<file path="src/sv/dfrt_pkg.sv">
// Package: payload types, constants and status codes of the reassembly tracker.
`default_nettype none
package dfrt_pkg;
    localparam int SLOTS = 8;
    localparam int SLOT_W = 3;
    localparam int MAX_FRAGMENTS = 64;
    localparam int MAX_DATAGRAM_BYTES = 2048;
    localparam logic [11:0] HDR_BYTES = 12'd26;
    localparam logic [31:0] MAGIC_VALUE = 32'h4643414D;
    localparam logic [7:0] KEY_BIT = 8'h01;
    localparam logic [16:0] SUM_MAX = 17'd131071;
    localparam logic [15:0] TIMEOUT_RESET = 16'd250;

    localparam logic [3:0] ST_TICK = 4'd0;
    localparam logic [3:0] ST_STORED = 4'd1;
    localparam logic [3:0] ST_COMPLETE = 4'd2;
    localparam logic [3:0] ST_DUP = 4'd3;
    localparam logic [3:0] ST_SHORT = 4'd4;
    localparam logic [3:0] ST_BAD_HDR = 4'd5;
    localparam logic [3:0] ST_BAD_IDX = 4'd6;
    localparam logic [3:0] ST_MISMATCH = 4'd7;
    localparam logic [3:0] ST_TOO_MANY = 4'd8;
    localparam logic [3:0] ST_FULL = 4'd9;

    typedef struct packed {
        logic        kind;
        logic [11:0] datagram_length;
        logic [31:0] magic_word;
        logic [7:0]  version_byte;
        logic [7:0]  flag_byte;
        logic [31:0] frame_number;
        logic [15:0] fragment_index;
        logic [15:0] fragment_total;
        logic [63:0] capture_time_us;
    } t_in_beat;

    typedef struct packed {
        logic [3:0]  status;
        logic [31:0] done_frame_number;
        logic        done_keyframe;
        logic [63:0] done_time_us;
        logic [16:0] done_payload_bytes;
        logic [6:0]  done_fragment_total;
        logic [3:0]  expired_count;
    } t_out_beat;

    // one slot's record as held in the slot memory
    typedef struct packed {
        logic [31:0] frame_number;
        logic        keyframe;
        logic [63:0] time_us;
        logic [6:0]  fragment_total;
        logic [6:0]  received_count;
        logic [63:0] seen_map;
        logic [16:0] byte_sum;
    } t_slot_rec;
endpackage
`default_nettype wire

</file>
<file path="src/sv/dfrt_slot_ram.sv">
// Slot record memory: one write port, one registered read port.
`default_nettype none
module dfrt_slot_ram
    import dfrt_pkg::*;
(
    input  wire logic              i_clk,
    input  wire logic              i_we,
    input  wire logic [SLOT_W-1:0] i_waddr,
    input  wire t_slot_rec         i_wdata,
    input  wire logic [SLOT_W-1:0] i_raddr,
    output t_slot_rec              o_rdata
);
    t_slot_rec r_mem [SLOTS];

    // write, and registered read (a same-address write returns the old record)
    always_ff @(posedge i_clk) begin
        if (i_we) begin
            r_mem[i_waddr] <= i_wdata;
        end
        o_rdata <= r_mem[i_raddr];
    end
endmodule
`default_nettype wire

</file>
<file path="src/sv/datagram_fragment_reassembly_tracker.sv">
// Top level: fragment reassembly tracker with slot memory and control sequencer.
//
//  channel | direction | handshake     | payload
//  in      | input     | valid / stall | t_in_beat
//  out     | output    | valid / stall | t_out_beat
//  cfg     | input     | valid / ready | timeout_ticks (16 bit)
//
// A stored datagram passes through a scan of every slot for ages and frame
// numbers (tags and touch times live in flip-flops), then a memory read, a modify
// step and the write back. A tick, a header reject or a full table skips the modify.
// Reset is synchronous, active low; slot contents need no clearing.
// A finished result waits in the output register; the next item waits while
// that result is stalled.
`default_nettype none
module datagram_fragment_reassembly_tracker
    import dfrt_pkg::*;
(
    input  wire logic      i_clk,
    input  wire logic      i_rst_n,
    input  wire logic      i_in_valid,
    output logic           o_in_stall,
    input  wire t_in_beat  i_in_data,
    output logic           o_out_valid,
    input  wire logic      i_out_stall,
    output t_out_beat      o_out_data,
    input  wire logic      i_cfg_valid,
    output logic           o_cfg_ready,
    input  wire logic [15:0] i_cfg_data
);
    localparam logic [2:0] S_IDLE = 3'd0;
    localparam logic [2:0] S_SCAN = 3'd1;
    localparam logic [2:0] S_READ = 3'd2;
    localparam logic [2:0] S_MOD  = 3'd3;
    localparam logic [2:0] S_OUT  = 3'd4;

    logic [2:0]        r_state;
    t_in_beat          r_item;
    logic [15:0]       r_timeout;
    logic [31:0]       r_tick;
    logic [SLOTS-1:0]  r_valid;
    logic [31:0]       r_tag   [SLOTS];
    logic [31:0]       r_touch [SLOTS];
    logic [SLOT_W-1:0] r_idx;
    logic [3:0]        r_expired;
    logic              r_hit;
    logic [SLOT_W-1:0] r_hit_slot;
    logic              r_free;
    logic [SLOT_W-1:0] r_free_slot;
    logic [SLOT_W-1:0] r_slot;
    logic              r_new;
    t_out_beat         r_res;
    logic              r_out_valid;
    t_slot_rec         r_wrec;
    logic              r_we;

    t_slot_rec         w_rdata;
    logic [SLOT_W-1:0] w_raddr;
    logic              w_accept;
    logic              w_age_out;
    logic              w_valid_now;
    logic [3:0]        w_status_pre;
    logic [11:0]       w_len;
    logic [15:0]       w_idx;
    logic [15:0]       w_tot;

    assign o_cfg_ready = 1'b1;
    assign o_in_stall  = (r_state != S_IDLE) || (r_out_valid && i_out_stall);
    assign w_accept    = i_in_valid && !o_in_stall;
    assign o_out_valid = r_out_valid;
    assign o_out_data  = r_res;

    assign w_len = r_item.datagram_length;
    assign w_idx = r_item.fragment_index;
    assign w_tot = r_item.fragment_total;
    assign w_age_out = r_valid[r_idx] &&
                       ((r_tick - r_touch[r_idx]) > {16'd0, r_timeout});
    assign w_valid_now = r_valid[r_idx] && !w_age_out;

    // address the chosen slot while deciding, so its record is ready for modify
    assign w_raddr = (r_state == S_READ) ? (r_hit ? r_hit_slot : r_free_slot) : r_slot;

    // header checks in model order
    always_comb begin
        if (w_len < HDR_BYTES || w_len > 12'(MAX_DATAGRAM_BYTES)) begin
            w_status_pre = ST_SHORT;
        end else if (r_item.magic_word != MAGIC_VALUE || r_item.version_byte != 8'd0) begin
            w_status_pre = ST_BAD_HDR;
        end else if (w_tot == 16'd0 || w_idx >= w_tot) begin
            w_status_pre = ST_BAD_IDX;
        end else if (w_tot > 16'(MAX_FRAGMENTS)) begin
            w_status_pre = ST_TOO_MANY;
        end else begin
            w_status_pre = ST_STORED;
        end
    end

    dfrt_slot_ram u_ram (
        .i_clk   (i_clk),
        .i_we    (r_we),
        .i_waddr (r_slot),
        .i_wdata (r_wrec),
        .i_raddr (w_raddr),
        .o_rdata (w_rdata)
    );

    // modify: merge the fragment into the record
    t_slot_rec   w_base;
    t_slot_rec   w_mod;
    logic [63:0] w_bit;
    logic        w_dup;
    logic [17:0] w_sum;
    always_comb begin
        w_base = w_rdata;
        if (r_new) begin
            w_base.frame_number   = r_item.frame_number;
            w_base.keyframe       = |(r_item.flag_byte & KEY_BIT);
            w_base.time_us        = r_item.capture_time_us;
            w_base.fragment_total = w_tot[6:0];
            w_base.received_count = 7'd0;
            w_base.seen_map       = 64'd0;
            w_base.byte_sum       = 17'd0;
        end
        w_bit = 64'd1 << w_idx[5:0];
        w_dup = |(w_base.seen_map & w_bit);
        w_sum = {1'b0, w_base.byte_sum} + {6'd0, w_len - HDR_BYTES};
        w_mod = w_base;
        if (!w_dup) begin
            w_mod.seen_map       = w_base.seen_map | w_bit;
            w_mod.received_count = w_base.received_count + 7'd1;
            w_mod.byte_sum       = (w_sum > {1'b0, SUM_MAX}) ? SUM_MAX : w_sum[16:0];
        end
    end

    // sequencer
    always_ff @(posedge i_clk) begin
        if (!i_rst_n) begin
            r_state     <= S_IDLE;
            r_timeout   <= TIMEOUT_RESET;
            r_tick      <= 32'd0;
            r_valid     <= '0;
            r_out_valid <= 1'b0;
            r_we        <= 1'b0;
        end else begin
            if (i_cfg_valid) begin
                r_timeout <= i_cfg_data;
            end
            if (r_out_valid && !i_out_stall && r_state != S_OUT) begin
                r_out_valid <= 1'b0;
            end
            unique case (r_state)
                S_IDLE: begin
                    if (w_accept) begin
                        r_item    <= i_in_data;
                        r_idx     <= '0;
                        r_expired <= 4'd0;
                        r_hit     <= 1'b0;
                        r_free    <= 1'b0;
                        if (i_in_data.kind) begin
                            r_tick <= r_tick + 32'd1;
                        end
                        r_state <= S_SCAN;
                    end
                end
                S_SCAN: begin
                    // expire this slot if aged out, then look for a match or a free slot
                    if (w_age_out) begin
                        r_valid[r_idx] <= 1'b0;
                        if (r_expired != 4'd15) begin
                            r_expired <= r_expired + 4'd1;
                        end
                    end
                    if (w_valid_now && r_tag[r_idx] == r_item.frame_number && !r_hit) begin
                        r_hit      <= 1'b1;
                        r_hit_slot <= r_idx;
                    end
                    if (!w_valid_now && !r_free) begin
                        r_free      <= 1'b1;
                        r_free_slot <= r_idx;
                    end
                    r_idx <= r_idx + 1'b1;
                    if (r_idx == SLOT_W'(SLOTS - 1)) begin
                        r_state <= S_READ;
                    end
                end
                S_READ: begin
                    r_res.done_keyframe       <= 1'b0;
                    r_res.done_time_us        <= 64'd0;
                    r_res.done_payload_bytes  <= 17'd0;
                    r_res.done_fragment_total <= 7'd0;
                    r_res.expired_count       <= r_expired;
                    r_res.done_frame_number   <= r_item.kind ? 32'd0 : r_item.frame_number;
                    if (r_item.kind) begin
                        r_res.status <= ST_TICK;
                        r_state      <= S_OUT;
                    end else begin
                        if (w_status_pre != ST_STORED) begin
                            r_res.status <= w_status_pre;
                            r_state      <= S_OUT;
                        end else if (r_hit) begin
                            r_slot  <= r_hit_slot;
                            r_new   <= 1'b0;
                            r_state <= S_MOD;
                        end else if (r_free) begin
                            r_slot  <= r_free_slot;
                            r_new   <= 1'b1;
                            r_state <= S_MOD;
                        end else begin
                            r_res.status <= ST_FULL;
                            r_state      <= S_OUT;
                        end
                    end
                end
                S_MOD: begin
                    // memory data is ready this cycle
                    if (!r_new && w_rdata.fragment_total != w_tot[6:0]) begin
                        r_valid[r_slot] <= 1'b0;
                        r_res.status    <= ST_MISMATCH;
                        r_we            <= 1'b0;
                    end else begin
                        r_tag[r_slot]   <= r_item.frame_number;
                        r_touch[r_slot] <= r_tick;
                        r_wrec          <= w_mod;
                        r_we            <= 1'b1;
                        r_res.done_keyframe       <= w_mod.keyframe;
                        r_res.done_time_us        <= w_mod.time_us;
                        r_res.done_payload_bytes  <= w_mod.byte_sum;
                        r_res.done_fragment_total <= w_mod.fragment_total;
                        if (w_dup) begin
                            r_res.status    <= ST_DUP;
                            r_valid[r_slot] <= 1'b1;
                        end else if (w_mod.received_count == w_mod.fragment_total) begin
                            r_res.status    <= ST_COMPLETE;
                            r_valid[r_slot] <= 1'b0;
                        end else begin
                            r_res.status    <= ST_STORED;
                            r_valid[r_slot] <= 1'b1;
                        end
                    end
                    r_state <= S_OUT;
                end
                S_OUT: begin
                    // wait for the output register to be free
                    r_we <= 1'b0;
                    if (!r_out_valid || !i_out_stall) begin
                        r_out_valid <= 1'b1;
                        r_state     <= S_IDLE;
                    end
                end
                default: r_state <= S_IDLE;
            endcase
        end
    end
endmodule
`default_nettype wire

</file>
<file path="config.mk">
export PLATFORM = sky130hd
export DESIGN_NAME = datagram_fragment_reassembly_tracker
export DESIGN_NICKNAME = d
export VERILOG_FILES = /design/src/sv/dfrt_pkg.sv /design/src/sv/dfrt_slot_ram.sv /design/src/sv/datagram_fragment_reassembly_tracker.sv
export SDC_FILE = /design/constraint.sdc
export NUM_CORES = 2
export LEC_CHECK = 0
export ABC_AREA = 0
export BUFFER_PORTS_ARGS = -buffer_cell sky130_fd_sc_hd__buf_2
export CAP_MARGIN = 20
export CORE_ASPECT_RATIO = 1.2
export CORE_MARGIN = 8
export CORE_UTILIZATION = 65
export DETAILED_ROUTE_END_ITERATION = 16
export GPL_ROUTABILITY_DRIVEN = 0
export PLACE_DENSITY = 0.83
export SYNTH_ARGS = -nofsm -noshare
export SYNTH_HDL_FRONTEND = slang
export SYNTH_HIERARCHICAL = 1
export SYNTH_SLANG_ARGS = --single-unit
</file>
<file path="constraint.sdc">
create_clock -name i_clk -period 40.9 [get_ports i_clk]
set_clock_uncertainty 0.1 [all_clocks]
set_input_delay 6.135 -clock i_clk [delete_from_list [all_inputs] [get_ports i_clk]]
set_output_delay 6.135 -clock i_clk [all_outputs]
set_load 0.05 [all_outputs]
</file>
Word-level counts from Yosys, hierarchy flattened
Memory sizes are Yosys's and may differ from the RTL's. A register that Yosys moved wholly into a read port is not among the register bits.
Cells that the tools add are included.
- bits in registers: 583
- bits in writable memories: 2048
- bits of input ports: 210
- output and inout bits: 132
- word-level logic and storage cells: 204
- memories: 3
- add/sub/neg operators: 7
- order comparisons: 10
- equal/unequal tests: 22
- shifts and indexed selects: 1
- multiplexer cells: 64
- bitwise operators: 10
- reductions and logical operators: 50
- memories (memory ; words ; bits a word ; read ports ; clocked after memory_dff ; wr ports ; line ; RTL):
    u_ram.r_mem ; 8 ; 192 ; 1 ; 1 ; 1 ; dfrt_slot_ram.sv:13 ; t_slot_rec r_mem [SLOTS];
    r_tag ; 8 ; 32 ; 1 ; 1 ; 1 ; datagram_fragment_reassembly_tracker.sv:41 ; logic [31:0] r_tag [SLOTS];
    r_touch ; 8 ; 32 ; 1 ; 1 ; 1 ; datagram_fragment_reassembly_tracker.sv:42 ; logic [31:0] r_touch [SLOTS];
- operator list (cell ; number):
    192-bit 2-to-1 mux ; 1
    89-bit one-hot mux with 2 select lines ; 1
    89-bit 2-to-1 mux ; 1
    88-bit 2-to-1 mux ; 1
    64-bit AND ; 1
    64-bit bitwise OR ; 1
    64-bit OR reduction ; 1
    1-bit by 6-bit << shifter with 64-bit output (first input constant) ; 1
    4-bit 2-to-1 mux ; 13
    3-bit 2-to-1 mux ; 14
    32-bit by 1-bit adder with 32-bit output (second input constant) ; 1
    32-bit equality test ; 1
    32-bit by 16-bit > comparator with 1-bit output ; 1
    8-bit 2-to-1 mux ; 4
    32-bit by 31-bit inequality test with 1-bit output (second input constant) ; 1
    32-bit subtractor ; 1
    3-bit AND reduction ; 8
    17-bit by 12-bit adder with 18-bit output ; 1
    18-bit by 17-bit > comparator with 1-bit output (second input constant) ; 1
    17-bit 2-to-1 mux ; 1
    8-bit AND ; 2
    16-bit greater-or-equal comparator ; 1
    16-bit by 7-bit > comparator with 1-bit output (second input constant) ; 1
    16-bit logical NOT ; 1
    40 further kinds ; 104

Depth between registers and ports, before layout
- depth after elaboration: 10
- gate-level depth with buffers: 25
- mapped depth without buffers: 21

Hierarchy
Netlist, hierarchy kept.
- by module, submodules not included (module ; instances ; cells an instance ; area each (um^2) ; seq. area each (um^2)):
    dfrt_slot_ram ; 1 ; 2424 ; 62481.2 ; 49967.9
    datagram_fragment_reassembly_tracker ; 1 ; 2929 ; 46901.2 ; 32331.0

Least setup slack after synthesis
Ideal clock, no wire load.
- path kind: input port to flip-flop
- from: input port i_out_stall
- to: register r_item[0] (netlist bit) (enable)
- setup time: 728 ps
- arrival time: 14379 ps
- data required time: 40072 ps
- path slack: 25693 ps
- stages on the path: 3
- buffers on the path: 0
- cell sequence: a2111oi_0 > nand2_1 > nor2_1
- cells in the longest elaborated chain, start to end: 5
- ends and longest elaborated chain (what ; line ; RTL):
    start: declaration ; datagram_fragment_reassembly_tracker.sv:24 ; input wire logic i_out_stall,
    1-bit logical AND ; datagram_fragment_reassembly_tracker.sv:67 ; assign o_in_stall = (r_state != S_IDLE) || (r_out_valid && i_out_stall);
    1-bit logical OR ; datagram_fragment_reassembly_tracker.sv:67 ;
    1-bit logical NOT ; datagram_fragment_reassembly_tracker.sv:68 ; assign w_accept = i_in_valid && !o_in_stall;
    1-bit logical AND ; datagram_fragment_reassembly_tracker.sv:68 ;
    3-bit AND reduction (no line) ; -- ;
    end signal: assignment ; datagram_fragment_reassembly_tracker.sv:153 ; r_item <= i_in_data;
    end: declaration ; datagram_fragment_reassembly_tracker.sv:37 ; t_in_beat r_item;
Every way passes these cells.
A chain may end at the register's enable or synchronous reset.

Final worst setup path
- from: input port i_out_stall
- to: output port o_in_stall
- cells in the longest elaborated chain, start to end: 2
- ends and longest elaborated chain (what ; line ; RTL):
    1-bit logical AND ; datagram_fragment_reassembly_tracker.sv:67 ;
    1-bit logical OR ; datagram_fragment_reassembly_tracker.sv:67 ;
    end: declaration ; datagram_fragment_reassembly_tracker.sv:21 ; output logic o_in_stall,
Every way passes these cells.

==> results.cfg <==
[status]
status = completed

[critical_path]
end_kind = primary output
crit_path_max_fanout = 3
cp-start-kind = primary input
critPathKind = in2out
worstPathArrival_ps = 7070
worstPathRequired_ps = 34670

[routing]
postRouteAntennaNets = 0
drc = 0
vias = 50800
via_per_inst = 6.79
wl_per_cell_um = 30.8
wirelength_um = 230000
drtIter0Drc = 6113
firstDrtPassIters = 8

[clocking]
htree_levels = 4
cts.clk_slew.worst_paths_ps = 60
cts_hold_buf = 0
cts_max_path_buffers = 3
clock_sinks = 2506
postCtsSetupRepairBufs = 0
clk_latency_ps = 870
cts_buffers = 222
clock-root-buffer = clkbuf_16
cts_resized = 0
cts_tree = yes

[sta]
period_minus_slack_ps = 13300
slew_headroom_pct = 22.8
layout_setup_ws_ps = 27600
rsz0062_at_grt = no
hold_slack_ps = 380
setup_viol = 0
tightest_slew_ps = 1160
setup_tns_ps = 0
fin_crit_sh_pct = 32.5
slew_viol_final = 0
fmax_mhz = 75.2
hold_violations = 0

[placed_design]
dp_cells = 7045
portBuffers = 333
pre_cts_ws_ps = 27570
hpwl_um = 119000

[synth]
syn-cell-area_um2 = 97700
synth_fp_nets = 5185
syn_avg_cell_area_um2 = 20.0
synth_warnings = 6
syn_inst = 4890

[grt]
grt_usage_pct = 27.9
grt_max_degree = 134
grt_pass1_vias = 52700
antenna_found_initial = 5
grtUsageMet3_pct = 5.41
overflow = 0
met2_usage_pct = 48.3
grt_first_pass_wirelength_um = 338000
busiest_layer = met2
grt_util_met1_pct = 35.3

[flow_run]
cap_violations = 0

[cells_and_area]
drive_gt1_share_pct = 23.8
fillers = 7958
multi_input_area_um2 = 23300
fin_nets = 5592
instances_no_fill = 7476
area_delta_synth_final_pct = 11.8
regArea_um2 = 73000

[floorplanning]
fp.dieW_um = 370
ios = 342
design.core.area_um2 = 150000
rows = 156
die_y_um = 441
dieArea_um2 = 163000
start_util_pct = 65.2

[power_and_ir_drop]
p_sw_w = 0.00109
power_density_nw_per_um2 = 47.5
pwr-share-comb_pct = 3.8
power.total_w = 0.00519
p_leak_nw = 36.9
p_clk_share_pct = 42.4
intPower_w = 0.00410
sw_frac_of_total_pct = 21.0
ir_worst_vdd_mv = 0.0519
seqPwrFrac_pct = 53.9

[hold_path]
hold_path.class = reg2reg
==> cell usage in the layout, fill, tap and decap left out, drive strengths merged, types with 11 or more instances in the layout <==
| master | n |
|---|---|
| o32ai | 18 |
| xnor2 | 54 |
| nor4 | 25 |
| nand2b | 20 |
| clkinvlp | 24 |
| buf | 411 |
| dfxtp | 224 |
| nor2b | 62 |
| clkinv | 83 |
| mux2i | 91 |
| xor2 | 57 |
| o22a | 11 |
| nand2 | 134 |
| and2 | 24 |
| nand4 | 31 |
| o21a | 13 |
| nor2 | 140 |
| a21o | 21 |
| nor3 | 34 |
| mux2 | 243 |
| nand3 | 59 |
| a211oi | 14 |
| a21oi | 77 |
| o2bb2ai | 42 |
| nor3b | 12 |
| clkbuf | 279 |
| and3 | 91 |
| o211ai | 21 |
| inv | 97 |
| or3 | 15 |
| ha | 83 |
| mux4 | 448 |
| bufinv | 31 |
| edfxtp | 2282 |
| o21ai | 59 |
==> final timing paths <==
| check | startpoint | end | slack [ps] | cells after the start |
|---|---|---|---|---|
| setup / recovery | i_out_stall | o_in_stall | 27600 | 5 |
| hold / removal | register | register | 380 | 2 |
| setup reg to reg | register | r_expired[2]$_SDFFCE_PN0P_ | 33500 | 21 |
| hold reg to reg | register | register | 380 | 2 |
==> final cells by class <==
type	instances	share of cell area (%)
clock inverter	145	1.60
sequential	2506	66.9
inverter	90	0.316
multi-input combinational	2066	21.3
antenna	4	0.00916
timing repair buffer	411	2.14
tap	1975	2.26
clock buffer	279	5.47
==> per-layer routing <==
metal	routed length, um	part of all wire [%]
met1	81200	35
met2	118000	51
met3	21700	9.4
met4	9000	3.9
met5	0	0
==> stage by stage <==
| stage | util [%] | area [um^2] |
|---|---|---|
| after floorplan | - | 97700 |
| after global placement | 67.7 | 101000 |
| after detailed placement | 67.7 | 101000 |
| after CTS | 72.8 | 109000 |
| after global routing | 72.9 | 109000 |
| final | 72.9 | 109000 |
==> registers in the layout (all words and copies together), names as in the netlist, 16 cells and up, named ones only <==
register,count
r_tag,256
u_ram/o_rdata,160
r_item,138
u_ram/r_mem,1280
r_tick,32
w_idx,16
r_touch,256
r_wrec,160
r_timeout,16
w_tot,16
o_out_data,129
==> worst max-delay path, stage by stage <==
cell and delay [ps]:
buf_2 110, a2111oi_0 350, buf_4 220, inv_1 40, buf_2 200
==> power groups by stage <==
stage                     combinational, W  sequential (W)  clock, W
after floorplan                   0.000138         0.00284         0
after global placement            0.000182         0.00285         0
after detailed placement          0.000187         0.00285         0
after CTS                         0.000193         0.00279   0.00222
after global routing              0.000209         0.00279   0.00231
final                             0.000195         0.00279   0.00220
No activity file was read; power rests on OpenSTA's default activity.
